--- src/rtl/status_led_fade_blink_assert.svh ---
// assertion macros for the status led controller
`ifndef STATUS_LED_FADE_BLINK_ASSERT_SVH
`define STATUS_LED_FADE_BLINK_ASSERT_SVH
`ifndef SYNTHESIS
`define SLFB_ASSERT_IMPL(label, clk, rst, ante, cons) \
   label: assert property (@(posedge clk) disable iff (rst) (ante) |-> (cons)) \
      else $error("assertion failed");
`define SLFB_ASSERT_NEXT(label, clk, rst, ante, cons) \
   label: assert property (@(posedge clk) disable iff (rst) (ante) |=> (cons)) \
      else $error("assertion failed");
`else
`define SLFB_ASSERT_IMPL(label, clk, rst, ante, cons)
`define SLFB_ASSERT_NEXT(label, clk, rst, ante, cons)
`endif
`endif

--- src/rtl/slfb_pkg.sv ---
// shared types, constants and status table for the status led controller
package slfb_pkg;
   localparam int STATUS_COUNT = 8;
   localparam logic [2:0] OP_TICK   = 3'd0;
   localparam logic [2:0] OP_STATUS = 3'd1;
   localparam logic [2:0] OP_RAW    = 3'd2;
   localparam logic [2:0] OP_OFF    = 3'd3;
   localparam logic [2:0] OP_ACT    = 3'd4;

   localparam logic [2:0] CSR_SCALE_R  = 3'd0;
   localparam logic [2:0] CSR_SCALE_G  = 3'd1;
   localparam logic [2:0] CSR_SCALE_B  = 3'd2;
   localparam logic [2:0] CSR_FADE_DEF = 3'd3;
   localparam logic [2:0] CSR_FADE_OFF = 3'd4;
   localparam logic [2:0] CSR_AUTO_OFF = 3'd5;

   typedef struct packed {
      logic [7:0]  red;
      logic [7:0]  green;
      logic [7:0]  blue;
      logic [15:0] half;
      logic        auto_off;
   } prof_type;

   function automatic prof_type prof_lookup(input logic [2:0] code);
      prof_type p;
      begin
         unique case (code)
            3'd0:    p = '{8'd0,   8'd0,   8'd0,   16'd0,    1'b0};
            3'd1:    p = '{8'd0,   8'd0,   8'd255, 16'd400,  1'b0};
            3'd2:    p = '{8'd0,   8'd0,   8'd255, 16'd0,    1'b0};
            3'd3:    p = '{8'd0,   8'd0,   8'd255, 16'd250,  1'b0};
            3'd4:    p = '{8'd0,   8'd255, 8'd0,   16'd0,    1'b1};
            3'd5:    p = '{8'd255, 8'd0,   8'd0,   16'd1000, 1'b0};
            3'd6:    p = '{8'd255, 8'd0,   8'd0,   16'd150,  1'b1};
            default: p = '{8'd255, 8'd70,  8'd0,   16'd600,  1'b1};
         endcase
         return p;
      end
   endfunction

   // divider job: q = num / den, bit-serial restoring
   typedef struct packed {
      logic        start;
      logic [31:0] num;
      logic [15:0] den;
   } div_req_type;
endpackage

--- src/rtl/slfb_div.sv ---
// bit-serial restoring divider, one quotient bit per cycle
module slfb_div (
   input  logic                 clock,
   input  logic                 reset,
   input  slfb_pkg::div_req_type req,
   output logic                 busy,
   output logic [31:0]          quot
);
   import slfb_pkg::*;
`include "status_led_fade_blink_assert.svh"

   logic [31:0] q_ff, q_in;
   logic [16:0] rem_ff, rem_in;
   logic [15:0] den_ff, den_in;
   logic [5:0]  cnt_ff, cnt_in;
   logic [16:0] trial;
   logic [16:0] sub;

   always_comb begin
      q_in   = q_ff;
      rem_in = rem_ff;
      den_in = den_ff;
      cnt_in = cnt_ff;
      trial  = {rem_ff[15:0], q_ff[31]};
      sub    = trial - {1'b0, den_ff};
      if (req.start) begin
         q_in   = req.num;
         rem_in = '0;
         den_in = req.den;
         cnt_in = 6'd32;
      end else if (cnt_ff != 6'd0) begin
         if (!sub[16]) begin
            rem_in = sub;
            q_in   = {q_ff[30:0], 1'b1};
         end else begin
            rem_in = trial;
            q_in   = {q_ff[30:0], 1'b0};
         end
         cnt_in = cnt_ff - 6'd1;
      end
   end

   always_ff @(posedge clock) begin
      q_ff   <= q_in;
      rem_ff <= rem_in;
      den_ff <= den_in;
      if (reset) cnt_ff <= '0;
      else       cnt_ff <= cnt_in;
   end

   assign busy = (cnt_ff != 6'd0);
   assign quot = q_ff;

   `SLFB_ASSERT_NEXT(a_div_load, clock, reset, req.start, cnt_ff == 6'd32)
   `SLFB_ASSERT_IMPL(a_div_range, clock, reset, 1'b1, cnt_ff <= 6'd32)
   `SLFB_ASSERT_NEXT(a_div_count, clock, reset, busy && !req.start, cnt_ff == $past(cnt_ff) - 6'd1)
endmodule

--- src/rtl/status_led_fade_blink.sv ---
// status led controller top level: command decode, fade, blink and duty scaling
// every word runs three serial divisions by 255 for the duties
// a tick inside a fade first runs three serial fade divisions
// rsp_tvalid rises from ST_OUT once the third duty division is stored
// next word taken only after ST_OUT; a held result stalls only the last step
// synchronous active-high reset restores control and state registers to their reset values
module status_led_fade_blink (
   input  logic        clock,
   input  logic        reset,
   input  logic        req_tvalid,
   output logic        req_tready,
   input  logic [31:0] req_tdata,  // op[2:0], status_code[5:3], raw_red[13:6],
                                   // raw_green[21:14], raw_blue[29:22], zeros
   output logic        rsp_tvalid,
   input  logic        rsp_tready,
   output logic [31:0] rsp_tdata,  // duty_red[7:0], duty_green[15:8], duty_blue[23:16],
                                   // current_status[26:24], fading_flag[27],
                                   // blinking_flag[28], zeros
   input  logic        csr_valid,
   output logic        csr_ready,
   input  logic [2:0]  csr_index,
   input  logic [23:0] csr_data
);
   import slfb_pkg::*;
`include "status_led_fade_blink_assert.svh"

   localparam logic [2:0] ST_IDLE  = 3'd0;
   localparam logic [2:0] ST_FADE  = 3'd1;
   localparam logic [2:0] ST_FWAIT = 3'd2;
   localparam logic [2:0] ST_DUTY  = 3'd3;
   localparam logic [2:0] ST_DWAIT = 3'd4;
   localparam logic [2:0] ST_OUT   = 3'd5;

   logic [2:0]  st_ff, st_in;
   logic [1:0]  ch_ff, ch_in;
   logic [7:0]  scale_ff [3];
   logic [15:0] fdef_ff, foff_ff;
   logic [23:0] aoff_ff;
   logic [31:0] now_ff;
   logic [2:0]  status_ff;
   logic [7:0]  cur_ff [3];
   logic [7:0]  org_ff [3];
   logic [7:0]  tgt_ff [3];
   logic        fade_ff, blink_ff, bon_ff, aoe_ff, fto_ff, ovr_ff;
   logic [31:0] fstart_ff, ltog_ff, lact_ff;
   logic [15:0] flen_ff, half_ff;
   logic [31:0] el_ff;
   logic [7:0]  duty_ff [3];
   logic        rv_ff;
   logic [31:0] rdata_ff;

   div_req_type dreq;
   logic        dbusy;
   logic [31:0] dquot;

   slfb_div u_div (.clock(clock), .reset(reset), .req(dreq), .busy(dbusy), .quot(dquot));

   logic [2:0] op;
   logic [2:0] code;
   logic [7:0] rawc [3];
   assign op      = req_tdata[2:0];
   assign code    = req_tdata[5:3];
   assign rawc[0] = req_tdata[13:6];
   assign rawc[1] = req_tdata[21:14];
   assign rawc[2] = req_tdata[29:22];

   assign req_tready = (st_ff == ST_IDLE);
   assign csr_ready  = 1'b1;
   logic acc;
   assign acc = req_tvalid && req_tready;

   // fade magnitude for the channel being worked
   logic [7:0] mag;
   logic       up;
   assign up  = tgt_ff[ch_ff] >= org_ff[ch_ff];
   assign mag = up ? tgt_ff[ch_ff] - org_ff[ch_ff] : org_ff[ch_ff] - tgt_ff[ch_ff];

   always_comb begin
      dreq = '0;
      if (st_ff == ST_FADE) begin
         dreq.start = 1'b1;
         dreq.num   = {24'd0, mag} * el_ff;
         dreq.den   = flen_ff;
      end else if (st_ff == ST_DUTY) begin
         dreq.start = 1'b1;
         dreq.num   = {16'd0, {8'd0, cur_ff[ch_ff]} * {8'd0, scale_ff[ch_ff]}};
         dreq.den   = 16'd255;
      end
   end

   always_ff @(posedge clock) begin
      prof_type p;
      logic [31:0] t;
      logic [15:0] fl;
      logic        do_apply, do_raw;
      logic [2:0]  nstat;
      logic [7:0]  rc [3];
      p = '0; t = now_ff; fl = flen_ff;
      do_apply = 1'b0; do_raw = 1'b0; nstat = status_ff;
      rc[0] = rawc[0]; rc[1] = rawc[1]; rc[2] = rawc[2];
      if (reset) begin
         st_ff <= ST_IDLE; ch_ff <= '0; rv_ff <= 1'b0;
         for (int i = 0; i < 3; i++) begin
            scale_ff[i] <= 8'd255; cur_ff[i] <= '0; org_ff[i] <= '0; tgt_ff[i] <= '0;
         end
         fdef_ff <= 16'd350; foff_ff <= 16'd1000; aoff_ff <= 24'd30000;
         now_ff <= '0; status_ff <= '0; fade_ff <= 1'b0; fstart_ff <= '0;
         flen_ff <= 16'd350; blink_ff <= 1'b0; bon_ff <= 1'b0; half_ff <= 16'd500;
         ltog_ff <= '0; lact_ff <= '0; aoe_ff <= 1'b0; fto_ff <= 1'b0; ovr_ff <= 1'b0;
      end else begin
         if (csr_valid) begin
            unique case (csr_index)
               CSR_SCALE_R:  scale_ff[0] <= csr_data[7:0];
               CSR_SCALE_G:  scale_ff[1] <= csr_data[7:0];
               CSR_SCALE_B:  scale_ff[2] <= csr_data[7:0];
               CSR_FADE_DEF: fdef_ff <= csr_data[15:0];
               CSR_FADE_OFF: foff_ff <= csr_data[15:0];
               CSR_AUTO_OFF: aoff_ff <= csr_data;
               default: ;
            endcase
         end
         if (rv_ff && rsp_tready) rv_ff <= 1'b0;
         unique case (st_ff)
            ST_IDLE: begin
               if (acc) begin
                  st_ff <= ST_DUTY; ch_ff <= '0;
                  case (op)
                     OP_TICK: begin
                        logic bl, fa, ft, bo;
                        logic [7:0] tg [3];
                        logic [7:0] cu [3];
                        logic [7:0] og [3];
                        logic [31:0] fst;
                        t = now_ff + 32'd1;
                        bl = blink_ff; fa = fade_ff; ft = fto_ff; bo = bon_ff;
                        fst = fstart_ff;
                        for (int i = 0; i < 3; i++) begin
                           tg[i] = tgt_ff[i]; cu[i] = cur_ff[i]; og[i] = org_ff[i];
                        end
                        now_ff <= t;
                        if (aoe_ff && !fto_ff && !ovr_ff
                            && (t - lact_ff) >= {8'd0, aoff_ff}) begin
                           bl = 1'b0; bo = 1'b0;
                           for (int i = 0; i < 3; i++) begin
                              tg[i] = '0; og[i] = cu[i];
                           end
                           ft = 1'b1; fa = 1'b1; fst = t; fl = foff_ff;
                        end
                        if (bl) begin
                           if ((t - ltog_ff) >= {16'd0, half_ff}) begin
                              ltog_ff <= t;
                              bo = !bo;
                              for (int i = 0; i < 3; i++) cu[i] = bo ? tg[i] : 8'd0;
                           end
                        end else if (fa) begin
                           if ((t - fst) >= {16'd0, fl}) begin
                              for (int i = 0; i < 3; i++) cu[i] = tg[i];
                              fa = 1'b0;
                              if (ft) begin
                                 ft = 1'b0; ovr_ff <= 1'b1;
                              end
                           end else begin
                              st_ff <= ST_FADE;
                              el_ff <= t - fst;
                           end
                        end
                        blink_ff <= bl; fade_ff <= fa; fto_ff <= ft; bon_ff <= bo;
                        fstart_ff <= fst; flen_ff <= fl;
                        for (int i = 0; i < 3; i++) begin
                           tgt_ff[i] <= tg[i]; cur_ff[i] <= cu[i]; org_ff[i] <= og[i];
                        end
                     end
                     OP_STATUS: begin
                        lact_ff <= now_ff;
                        if (status_ff != code) begin
                           nstat = code; do_apply = 1'b1;
                        end else if (fto_ff || ovr_ff) begin
                           do_apply = 1'b1;
                        end
                     end
                     OP_RAW: do_raw = 1'b1;
                     OP_OFF: begin
                        do_raw = 1'b1; nstat = '0;
                        for (int i = 0; i < 3; i++) rc[i] = '0;
                     end
                     OP_ACT: begin
                        lact_ff <= now_ff;
                        if (fto_ff || ovr_ff) do_apply = 1'b1;
                     end
                     default: ;
                  endcase
                  status_ff <= nstat;
                  if (do_raw) begin
                     blink_ff <= 1'b0; bon_ff <= 1'b0; fade_ff <= 1'b0;
                     aoe_ff <= 1'b0; fto_ff <= 1'b0; ovr_ff <= 1'b1;
                     lact_ff <= now_ff;
                     for (int i = 0; i < 3; i++) begin
                        tgt_ff[i] <= rc[i]; cur_ff[i] <= rc[i];
                     end
                  end
                  if (do_apply) begin
                     p = prof_lookup(nstat);
                     tgt_ff[0] <= p.red; tgt_ff[1] <= p.green; tgt_ff[2] <= p.blue;
                     aoe_ff <= p.auto_off; fto_ff <= 1'b0; ovr_ff <= 1'b0;
                     if (p.half != 16'd0) begin
                        blink_ff <= 1'b1; fade_ff <= 1'b0; half_ff <= p.half;
                        ltog_ff <= now_ff; bon_ff <= 1'b1;
                        cur_ff[0] <= p.red; cur_ff[1] <= p.green; cur_ff[2] <= p.blue;
                     end else begin
                        blink_ff <= 1'b0; bon_ff <= 1'b0;
                        for (int i = 0; i < 3; i++) org_ff[i] <= cur_ff[i];
                        fade_ff <= 1'b1; fstart_ff <= now_ff; flen_ff <= fdef_ff;
                     end
                  end
               end
            end
            ST_FADE: st_ff <= ST_FWAIT;
            ST_FWAIT: begin
               if (!dbusy) begin
                  cur_ff[ch_ff] <= up ? org_ff[ch_ff] + dquot[7:0]
                                      : org_ff[ch_ff] - dquot[7:0];
                  if (ch_ff == 2'd2) begin
                     st_ff <= ST_DUTY; ch_ff <= '0;
                  end else begin
                     st_ff <= ST_FADE; ch_ff <= ch_ff + 2'd1;
                  end
               end
            end
            ST_DUTY: st_ff <= ST_DWAIT;
            ST_DWAIT: begin
               if (!dbusy) begin
                  duty_ff[ch_ff] <= dquot[7:0];
                  if (ch_ff == 2'd2) st_ff <= ST_OUT;
                  else begin
                     st_ff <= ST_DUTY; ch_ff <= ch_ff + 2'd1;
                  end
               end
            end
            ST_OUT: begin
               // wait here while the previous word is still held
               if (!rv_ff || rsp_tready) begin
                  rv_ff <= 1'b1; st_ff <= ST_IDLE;
                  rdata_ff <= {3'd0, blink_ff, fade_ff, status_ff,
                               duty_ff[2], duty_ff[1], duty_ff[0]};
               end
            end
            default: st_ff <= ST_IDLE;
         endcase
      end
   end

   assign rsp_tvalid = rv_ff;
   assign rsp_tdata  = rdata_ff;

   `SLFB_ASSERT_IMPL(a_no_accept_busy, clock, reset, st_ff != ST_IDLE, !req_tready)
   `SLFB_ASSERT_NEXT(a_out_valid, clock, reset, st_ff == ST_OUT, rv_ff)
   `SLFB_ASSERT_IMPL(a_blink_fade, clock, reset, blink_ff, !fade_ff)
   `SLFB_ASSERT_NEXT(a_acc_leaves, clock, reset, acc, st_ff != ST_IDLE)
endmodule

--- config.mk ---
export PLATFORM = sky130hd
export DESIGN_NAME = status_led_fade_blink
export DESIGN_NICKNAME = d
export VERILOG_FILES = /design/src/rtl/slfb_pkg.sv /design/src/rtl/slfb_div.sv /design/src/rtl/status_led_fade_blink.sv
export VERILOG_INCLUDE_DIRS = /design/src /design/src/rtl
export SDC_FILE = /design/constraint.sdc
export NUM_CORES = 2
export LEC_CHECK = 0
export BUFFER_PORTS_ARGS = -buffer_cell sky130_fd_sc_hd__clkbuf_2
export CORE_ASPECT_RATIO = 1.2
export CORE_MARGIN = 4
export CORE_UTILIZATION = 45
export CTS_BUF_LIST = sky130_fd_sc_hd__clkbuf_4
export DETAILED_ROUTE_END_ITERATION = 10
export GPL_TIMING_DRIVEN = 0
export PLACE_DENSITY_LB_ADDON = 0.08
export SLEW_MARGIN = 25
export SYNTH_ARGS = -nofsm -noshare
export SYNTH_HDL_FRONTEND = slang
export SYNTH_SLANG_ARGS = --single-unit
--- constraint.sdc ---
create_clock -name clock -period 12.1 [get_ports clock]
set_input_delay 2.42 -clock clock [delete_from_list [all_inputs] [get_ports clock]]
set_output_delay 2.42 -clock clock [all_outputs]
set_load 0.1 [all_outputs]
==> flow_metrics.py <==
metrics = {
    "status": {
        "status": "completed",
    },
    "setup_path": {
        "cp_data_required_time_ps": 12780,
        "cp_num_buf_inv": 7,
        "crit_slowest_cell": "xor2_2",
        "cp_slowest_stage_delay_ps": 640,
        "path_delay_family": "compound AO/OA/AOI/OAI gates",
        "crit_top_cell": "a21o_1",
        "critPathLaunchType": "register",
        "worstPathArrival_ps": 12470,
        "crit_fanout": 16,
        "worstSetupPathType": "reg -> reg",
        "cp-end-kind": "register",
    },
    "sta": {
        "hold_viol_final": 0,
        "slew_violations": 0,
        "fin_crit_sh": 0.974,
        "maxSlewHeadroom": 0.207,
        "tightestPinTransition_ps": 1180,
        "hold_slack_ps": 416,
        "fin_skew_ps": 87.5,
        "worst_slack_ps": 315,
        "min_period_ps": 11780,
        "final-setup-viol-count": 0,
        "fmax_mhz": 84.9,
    },
    "clock_network": {
        "numCtsBuffers": 136,
        "cts.sinks": 485,
        "clockBufferDepth": 3,
        "clkTransAtPathRegs_ps": 70,
        "clock_latency_ps": 1040,
        "cts_root_buf": "clkbuf_4",
        "ctsHoldBuffers": 0,
        "cts_tree": "done",
        "htree_levels": 4,
    },
    "layout": {
        "final_util": 0.509,
        "drive_gt1_frac": 0.114,
        "fin_nets": 5085,
        "areaGrowthSynthToFinish_pct": 12.4,
    },
    "route": {
        "wl_per_cell_um": 21.7,
        "drc_errors": 0,
        "drtIter0Drc": 2401,
        "drtAntennaViolNets": 0,
        "drt-total-wl_um": 126000,
        "num_vias": 32689,
        "drt-vias-per-instance": 5.65,
        "drt-pass1-iter-count": 6,
    },
    "grt": {
        "grtUsageTotal": 0.279,
        "grt_overflow": 0,
        "antenna_found_initial": 5,
        "grt_pass1_wl_um": 191000,
        "grt_max_degree": 26,
        "grt_pass1_vias": 32086,
    },
    "floorplanning": {
        "die_height_um": 325,
        "placementRows": 116,
        "fp.dieArea_um2": 88600,
        "core_area_um2": 83300,
        "ioPinCount": 99,
        "die_w_um": 272,
        "initial_core_util": 0.453,
    },
    "worst_hold_path": {
        "hp-class": "reg -> reg",
    },
    "synthesis": {
        "synth_cells": 4295,
        "yosys_warnings": 0,
        "ys_async_sr_fraction": 0,
        "syn_avg_cell_area_um2": 8.78,
        "syn-cell-area_um2": 37700,
        "ys_types": 90,
        "ys_ff_latch": 485,
        "synth-edff-count": 237,
        "synth_flop_cell": "dfxtp_1",
        "synth_seq_area_share": 0.320,
    },
    "flow_run": {
        "drv_cap": 0,
    },
    "placement": {
        "gp_congestion": 0.973,
        "dp_hpwl_um": 99200,
        "dp_slack_ps": -3210,
        "io_buffers": 91,
    },
}
layout by cell type (no fill, tap or decap), types with 38 or more instances in the layout:
cell type	count
o21a_1	42
nand2_1	542
fa_1	199
a211oi_1	48
a21o_1	42
buf_4	43
mux2i_1	92
xnor2_1	100
nor2b_1	58
nand2b_1	68
o21ai_0	218
nand3_1	65
a221o_1	38
clkbuf_4	187
a21oi_1	300
clkbuf_2	101
inv_1	413
dfxtp_1	242
clkbuf_1	158
ha_1	259
and2_1	128
nor2_1	287
edfxtp_1	237
nor3_1	73
a221oi_1	39
state kept, by name, summed over array words and instances, names as in the netlist, 3 cells and up, named ones only:
name / count
aoff_ff: 24
cur_ff: 32
duty_ff: 24
el_ff: 32
fdef_ff: 16
flen_ff: 16
foff_ff: 16
fstart_ff: 32
half_ff: 9
lact_ff: 32
ltog_ff: 32
now_ff: 32
org_ff: 24
rsp_tdata: 29
scale_ff: 24
st_ff: 3
status_ff: 3
tgt_ff: 24
u_div.cnt_ff: 6
u_div.den_ff: 16
u_div.quot: 32
u_div.rem_ff: 16
path summary, 6_finish.rpt:
kind | from | endpoint | slack (ps) | cells after the start
worst max-delay path | now_ff[8]$_SDFFE_PP0P_ | el_ff[27]$_DFFE_PP_ | 320 | 49
worst min-delay path | duty_ff[2][5]$_DFFE_PP_ | rsp_tdata[21]$_DFFE_PP_ | 420 | 0
worst max register to register | now_ff[8]$_SDFFE_PP0P_ | el_ff[27]$_DFFE_PP_ | 320 | 49
worst min register to register | duty_ff[2][5]$_DFFE_PP_ | rsp_tdata[21]$_DFFE_PP_ | 420 | 0
stage by stage:
| stage | instances | setup TNS (ps) | instance area, µm² |
|---|---|---|---|
| floorplan | 4297 | 0 | 37700 |
| global placement | 5509 | -286100 | 39600 |
| detailed placement | 5516 | -215980 | 39900 |
| CTS | 5764 | 0 | 42000 |
| global route | 5781 | -2240 | 42400 |
| finish | 5786 | 0 | 42400 |
cell usage after synthesis, drive strengths merged (7+ instances only):
cell type,instances,area share
nand2,546,0.054
inv,415,0.041
a21oi,306,0.041
nor2,297,0.030
ha,263,0.087
dfxtp,248,0.13
o21ai,238,0.032
edfxtp,237,0.19
fa,199,0.11
clkbuf,177,0.018
and2,130,0.022
xnor2,119,0.028
mux2i,94,0.025
nor3,78,0.011
nand2b,68,0.011
nand3,67,0.0089
nor2b,59,0.0098
a211oi,50,0.0099
a21o,44,0.0088
o21a,42,0.0084
xor2,42,0.0098
a221oi,40,0.0093
a221o,38,0.010
buf,37,0.0050
o22ai,36,0.0060
or3,33,0.0055
a22o,28,0.0065
and3,28,0.0046
or2,27,0.0045
o211ai,26,0.0052
o21bai,25,0.0050
nand4,24,0.0040
a21boi,23,0.0046
a31oi,18,0.0030
nor4,16,0.0027
o31ai,15,0.0033
a2111oi,14,0.0039
mux2,11,0.0034
o311ai,11,0.0026
a211o,9,0.0021
nor3b,9,0.0019
o2111ai,8,0.0019
a22oi,7,0.0014
nand3b,7,0.0014
final cells by class:
type | instances | area (µm²)
inverters | 416 | 1570
well taps | 1121 | 1400
multi-input cells | 3182 | 23900
flip-flops and latches | 485 | 12100
clock buffers | 184 | 1380
plain buffers | 208 | 880
repair buffers | 130 | 812
diodes | 9 | 22.5
fillers | 8205 | 40900
clock inverters | 51 | 307
worst reg2reg max path, delay by kind of cell, from the launching register on:
kind            cells  cell delay, ps
compound gates     20            3350
buf+inv             7            1380
simple gates       14            3200
flops               1             300
fa+ha+maj           5            1760
xor+xnor            3            1410
timing repair:
item | CTS | global route
setup endpoints to repair | 96 | 66
buffers inserted | 17 | 15
pin swaps | 15 | 15
resized for setup | 83 | 63
layer usage:
metal  part of all wire  wire length, µm  global-route usage
met3              0.059             7400              0.0476
met2               0.48            60400               0.477
met4              0.064             8060               0.156
met5                  0                0                   0
met1               0.40            49900               0.333
cell families (layout without fill, tap and decap cells):
logic type / after synthesis / after routing / synth area share
AO/OA/AOI/OAI: 1031 / 1031 / 0.177
XOR/XNOR: 161 / 161 / 0.0374
adder cells (fa/ha/maj): 465 / 465 / 0.194
buffers and inverters: 630 / 989 / 0.0640
flip-flops: 485 / 485 / 0.320
multiplexers: 110 / 110 / 0.0313
other: 2 / 13 / 0.000199
AND/OR/NAND/NOR: 1411 / 1411 / 0.176
Power is left out: the tool's default activity adds up to more than one toggle a clock period on the data nets, which glitch-free logic cannot reach.
